<file path="src/hdl/assert_macros.svh">
// Assertion macros shared by the RTL files.
`ifndef ASSERT_MACROS_SVH
`define ASSERT_MACROS_SVH
`ifndef ASSERT_OFF
`define ASSERT_IMPL(label, clk, rst_n, prop, msg) \
	label: assert property (@(posedge clk) disable iff (!rst_n) prop) else $error(msg);
`define ASSERT_NEVER(label, clk, rst_n, cond, msg) \
	label: assert property (@(posedge clk) disable iff (!rst_n) !(cond)) else $error(msg);
`else
`define ASSERT_IMPL(label, clk, rst_n, prop, msg)
`define ASSERT_NEVER(label, clk, rst_n, cond, msg)
`endif
`endif

</file>
<file path="src/hdl/sha256_pkg.sv">
// Package with SHA-256 constants, types and round functions.
`default_nettype none
package sha256_pkg;
	localparam int unsigned BlockBytes = 64;
	localparam int unsigned LengthPos = 56;
	localparam int unsigned QueueDepth = 4;

	typedef logic [31:0] word_t;

	// Queue entry from front to back: a byte, an end marker, or both.
	typedef struct packed {
		logic [7:0] data_byte;
		logic       has_byte;
		logic       end_of_message;
	} entry_t;

	localparam word_t KInit [8] = '{
		32'h6a09e667, 32'hbb67ae85, 32'h3c6ef372, 32'ha54ff53a,
		32'h510e527f, 32'h9b05688c, 32'h1f83d9ab, 32'h5be0cd19
	};

	localparam word_t KRound [64] = '{
		32'h428a2f98, 32'h71374491, 32'hb5c0fbcf, 32'he9b5dba5, 32'h3956c25b,
		32'h59f111f1, 32'h923f82a4, 32'hab1c5ed5, 32'hd807aa98, 32'h12835b01,
		32'h243185be, 32'h550c7dc3, 32'h72be5d74, 32'h80deb1fe, 32'h9bdc06a7,
		32'hc19bf174, 32'he49b69c1, 32'hefbe4786, 32'h0fc19dc6, 32'h240ca1cc,
		32'h2de92c6f, 32'h4a7484aa, 32'h5cb0a9dc, 32'h76f988da, 32'h983e5152,
		32'ha831c66d, 32'hb00327c8, 32'hbf597fc7, 32'hc6e00bf3, 32'hd5a79147,
		32'h06ca6351, 32'h14292967, 32'h27b70a85, 32'h2e1b2138, 32'h4d2c6dfc,
		32'h53380d13, 32'h650a7354, 32'h766a0abb, 32'h81c2c92e, 32'h92722c85,
		32'ha2bfe8a1, 32'ha81a664b, 32'hc24b8b70, 32'hc76c51a3, 32'hd192e819,
		32'hd6990624, 32'hf40e3585, 32'h106aa070, 32'h19a4c116, 32'h1e376c08,
		32'h2748774c, 32'h34b0bcb5, 32'h391c0cb3, 32'h4ed8aa4a, 32'h5b9cca4f,
		32'h682e6ff3, 32'h748f82ee, 32'h78a5636f, 32'h84c87814, 32'h8cc70208,
		32'h90befffa, 32'ha4506ceb, 32'hbef9a3f7, 32'hc67178f2
	};

	typedef enum logic [2:0] {
		ST_LOAD,
		ST_ROUND,
		ST_FOLD,
		ST_PAD,
		ST_EMIT
	} state_t;

	function automatic word_t rotr(input word_t x, input int unsigned n);
		rotr = (x >> n) | (x << (32 - n));
	endfunction

	function automatic word_t sig0(input word_t p);
		sig0 = rotr(p, 7) ^ rotr(p, 18) ^ (p >> 3);
	endfunction

	function automatic word_t sig1(input word_t q);
		sig1 = rotr(q, 17) ^ rotr(q, 19) ^ (q >> 10);
	endfunction

	function automatic word_t bsig0(input word_t a);
		bsig0 = rotr(a, 2) ^ rotr(a, 13) ^ rotr(a, 22);
	endfunction

	function automatic word_t bsig1(input word_t e);
		bsig1 = rotr(e, 6) ^ rotr(e, 11) ^ rotr(e, 25);
	endfunction
endpackage
`default_nettype wire

</file>
<file path="src/hdl/sha256_front.sv">
// Front end: accepts input words, drops empty items, queues the rest.
`default_nettype none
module sha256_front (
	input  wire                  clk,
	input  wire                  arst_n,
	input  wire                  s_tvalid,
	output logic                 s_tready,
	input  wire  [7:0]           s_tdata,
	input  wire                  s_tuser,
	input  wire                  s_tlast,
	output logic                 q_valid,
	input  wire                  q_ready,
	output sha256_pkg::entry_t   q_entry
);
	import sha256_pkg::*;
`include "assert_macros.svh"

	localparam int unsigned PtrW = $clog2(QueueDepth);

	entry_t            mem_q [QueueDepth];
	logic [PtrW-1:0]   wr_q, rd_q;
	logic [PtrW:0]     count_q;
	logic              push, pop;

	assign s_tready = (count_q != (PtrW+1)'(QueueDepth));
	// Items with neither a byte nor an end mark change nothing.
	assign push = s_tvalid && s_tready && (s_tuser || s_tlast);
	assign q_valid = (count_q != '0);
	assign pop = q_valid && q_ready;
	assign q_entry = mem_q[rd_q];

	always_ff @(posedge clk) begin
		if (push) begin
			mem_q[wr_q] <= '{data_byte: s_tdata, has_byte: s_tuser, end_of_message: s_tlast};
		end
	end

	always_ff @(posedge clk or negedge arst_n) begin
		if (!arst_n) begin
			wr_q <= '0;
			rd_q <= '0;
			count_q <= '0;
		end else begin
			if (push) wr_q <= wr_q + 1'b1;
			if (pop) rd_q <= rd_q + 1'b1;
			count_q <= count_q + (PtrW+1)'(push) - (PtrW+1)'(pop);
		end
	end

	`ASSERT_NEVER(a_no_overflow, clk, arst_n, push && !pop && count_q == (PtrW+1)'(QueueDepth), "queue overflow")
	`ASSERT_NEVER(a_no_underflow, clk, arst_n, pop && count_q == '0, "queue underflow")
	`ASSERT_IMPL(a_count_tracks, clk, arst_n, (push && !pop) |=> count_q == $past(count_q) + 1'b1, "count mismatch")
endmodule
`default_nettype wire

</file>
<file path="config.mk">
export PLATFORM = sky130hd
export DESIGN_NAME = sha256_front
export DESIGN_NICKNAME = d
export VERILOG_FILES = /design/src/hdl/sha256_pkg.sv /design/src/hdl/sha256_front.sv
export VERILOG_INCLUDE_DIRS = /design/src /design/src/hdl
export SDC_FILE = /design/constraint.sdc
export NUM_CORES = 1
export LEC_CHECK = 0
export BUFFER_PORTS_ARGS = -buffer_cell sky130_fd_sc_hd__buf_2
export CORE_MARGIN = 2
export CORE_UTILIZATION = 35
export DETAILED_ROUTE_END_ITERATION = 16
export PLACE_DENSITY = 0.56
export SLEW_MARGIN = 10
export SYNTH_ARGS = -nofsm -noshare
export SYNTH_HDL_FRONTEND = slang
export SYNTH_SLANG_ARGS = --single-unit
</file>
<file path="constraint.sdc">
create_clock -name clk -period 3.1 [get_ports clk]
set_clock_uncertainty 0.05 [all_clocks]
set_input_delay 0.62 -clock clk [delete_from_list [all_inputs] [get_ports clk]]
set_output_delay 0.62 -clock clk [all_outputs]
set_load 0.01 [all_outputs]
</file>
==> flow_summary_export.csv <==
group,metric,value,unit
clock_network,htreeDepth,2,
die,fp.dieW,77.2,um
timing,hold_violations,0,
worst_setup_path,reg2reg_from,"count_q[1]",
clock_network,cts.hold.buffers_added,0,
yosys,synth_async_sr_flop_share,14.9,%
worst_setup_path,cp-startpoint,"rd_q[0]",
worst_setup_path,worst-path-stages,3,
die,dieArea,0.00596,sq mm
grt,antenna_found_initial,0,
layout,fin_nets,141,
yosys,synth_cell_types,20,
grt,first_global_vias,979,
yosys,yosys_warnings,0,
timing,worst_slack,0.593,ns
layout,area_delta_synth_final,16.6,%
worst_setup_path,ff2ff_setup_slack,0.83,ns
grt,grt_max_degree,15,
clock_network,clk_latency,0.30,ns
place,numPortBuffers,25,
worst_setup_path,crit_arrival,1.84,ns
worst_setup_path,crit_family,"multiplexers",
worst_setup_path,slowest_stage,"mux4_1",
yosys,synth_area_leader_cell,"edfxtp_1",
timing,slew_viol_final,0,
drt,drtIter0Drc,21,
worst_setup_path,cp-endpoint,"q_entry[9]",
clock_network,clkSinkCount,47,
yosys,synth_area_leaders,"edfxtp_1 (64%), mux4_2 (9.6%), dfrtp_1 (9.3%)",
worst_setup_path,critPathMaxFanout,7,
yosys,synth-edff-count,40,
drt,dr_total_vias,890,
status,status,"finished, final reports clean",
worst_setup_path,cpPeakStageDelay,0.57,ns
timing,post-route-period-util,80.9,%
timing,fmax,399,MHz
drt,ant_nets,0,
yosys,ys_seq_area_share,73.4,%
clock_network,post_cts_resized,0,
clock_network,postCtsSetupBuffers,0,
clock_network,path_clk_slew,0.08,ns
drt,routed_wl,2940,um
grt,grt-ovfl-total,0,
yosys,synth_ff_type,"edfxtp_1",
yosys,synthMostInstantiatedCell,"edfxtp_1",
layout,drive_gt1_share,39.7,%
drt,wl_met3,170,um
hold_path,hp-class,"in -> async",
drt,firstDrtPassIters,4,
timing,rsz0062_at_grt,"false",
timing,relSlewSlack,61.2,%
yosys,synthCells,89,
clock_network,cts_root_buf,"clkbuf_8",
layout,multi_input_area,459,sq um
yosys,ys_ff_latch,47,
worst_setup_path,r2r_end,"count_q[2]",
drt,topRoutingLayerUsed,"met4",
worst_setup_path,rr_worst_depth,10,
layout,regArea,0.00138,sq mm
clock_network,cts_tree,"yes",
place,place_congestion,0.642,
yosys,synth_nets,110,
timing,tightest_slew,0.582,ns
grt,grt_pass1_wl,4920,um
die,ios,26,
yosys,syn_area_per_cell,21.1,sq um
clock_network,cts_buffer_depth,2,
die,rows,26,
worst_setup_path,worstPathRequired,2.43,ns
worst_setup_path,path_buf_inv,2,
drt,vias_per_cell,4.66,
drt,drc_errors,0,
yosys,synth_top_area_share,64.1,%
yosys,syn_area,0.00187,sq mm
power,p_leak,0.000802,uW
worst_setup_path,end_kind,"primary output",
grt,grt.total_usage,11.3,%
power,pwr_density_cell,885,mW/mm^2
drt,wl_met1,1220,um
clock_network,cts_buffers,5,
die,die_y,77.2,um
power,power,1930,uW
timing,finalSetupTns,0,ns
layout,fillers,500,
place,dp_hpwl,2000,um
power,vdd_drop_max,331,uV
die,coreArea,0.00514,sq mm
worst_setup_path,crit_chain,"buf_4 -> mux4_1 -> buf_2",
timing,finalSetupViolCount,0,
layout,diodes,0,
timing,min_period,2.51,ns
yosys,synth_common_cells,"edfxtp_1 (40), mux4_2 (8), dfrtp_1 (7)",
worst_setup_path,start_kind,"flip-flop",
flow_run,drv_cap,0,
drt,routedWlPerCell,15.4,um
die,initial_core_util,36.5,%
drt,route.met2.wl,1490,um
place,pre_cts_slack,0.530,ns
worst_setup_path,path_class,"reg -> out",
worst min path at each step:
stage | startpoint | to | slack (ns) | cells past startpoint
finish | arst_n | wr_q[1] | 0.09 | 1
detailed placement | arst_n | wr_q[1] | 0.42 | 1
global route | arst_n | wr_q[1] | 0.09 | 1
CTS | arst_n | wr_q[1] | 0.09 | 1
global placement | arst_n | wr_q[0] | 0.41 | 1
floorplan | arst_n | count_q[0] | 0.27 | 0
placed cells by master, fill, tap and decap left out:
master	netlist	final
o21ai_0	1	1
and2_1	1	1
mux2_4	1	1
dfrtp_1	7	7
nand2_1	2	2
clkinv_2	0	1
a21oi_2	1	1
nor2_2	1	1
ha_1	6	6
xor2_1	1	1
edfxtp_1	40	40
fa_1	1	1
clkinv_1	0	1
bufinv_16	0	1
or3_1	1	1
xnor2_1	4	4
o31a_2	1	1
mux4_2	8	8
mux4_1	2	2
clkbuf_8	0	5
inv_1	6	6
buf_4	0	1
and2_2	3	3
buf_2	1	25
worst reg2reg max path: stages, from the launching register on:
cell     delay, ns
dfrtp_1       0.47
nor2_2        0.09
a21oi_2       0.30
inv_1         0.08
ha_1          0.29
inv_1         0.05
ha_1          0.14
inv_1         0.05
fa_1          0.37
xnor2_1       0.19
xnor2_1       0.14
flip-flops by register name (all words and copies together) (netlist names):
| register | flops |
|---|---|
| count_q | 3 |
| mem_q | 40 |
| wr_q | 2 |
| rd_q | 2 |
power breakdown:
part	total, uW	switching (uW)	internal (uW)	leakage (uW)
Sequential	937	110	826	0.000446
Clock	424	188	236	0.0000556
Combinational	573	269	304	0.000300
layout make-up:
type / instances / share of cell area [%]
clock inverters: 3 / 1.77
clock buffers: 5 / 3.15
repair buffers: 26 / 6.07
inverters: 6 / 1.03
multi-input cells: 34 / 21.0
well taps: 70 / 4.01
flip-flops and latches: 47 / 63.0
layer usage:
metal  vias up  global-route usage, %
li1        405                      -
met1       455                   13.6
met2        23                   18.3
met3         7                   4.12
met4         0                   4.82
met5         -                      0
cells by family (layout without fill, tap and decap cells):
group	after synthesis	count (layout)	synth area share (%)
AOI/OAI and AO/OA	3	3	1.27
xor gates and xnor gates	5	5	2.34
adders and majority gates	7	7	5.07
buffers and inverters	8	40	2.07
DFF	47	47	73.4
muxes	11	11	13.2
and+or+nand+nor	8	8	2.60
through the flow:
step | hold WS (ns) | utilization (%) | std cells | cell area (sq um)
2_1_floorplan | 0.274 | - | 89 | 1870
3_3_place_gp | 0.410 | 40.4 | 183 | 2080
3_5_place_dp | 0.421 | 40.4 | 183 | 2080
4_1_cts | 0.0913 | 42.5 | 191 | 2190
5_1_grt | 0.0864 | 42.5 | 191 | 2190
6_report | 0.0950 | 42.5 | 191 | 2190
No activity file was read; power rests on OpenSTA's default activity.
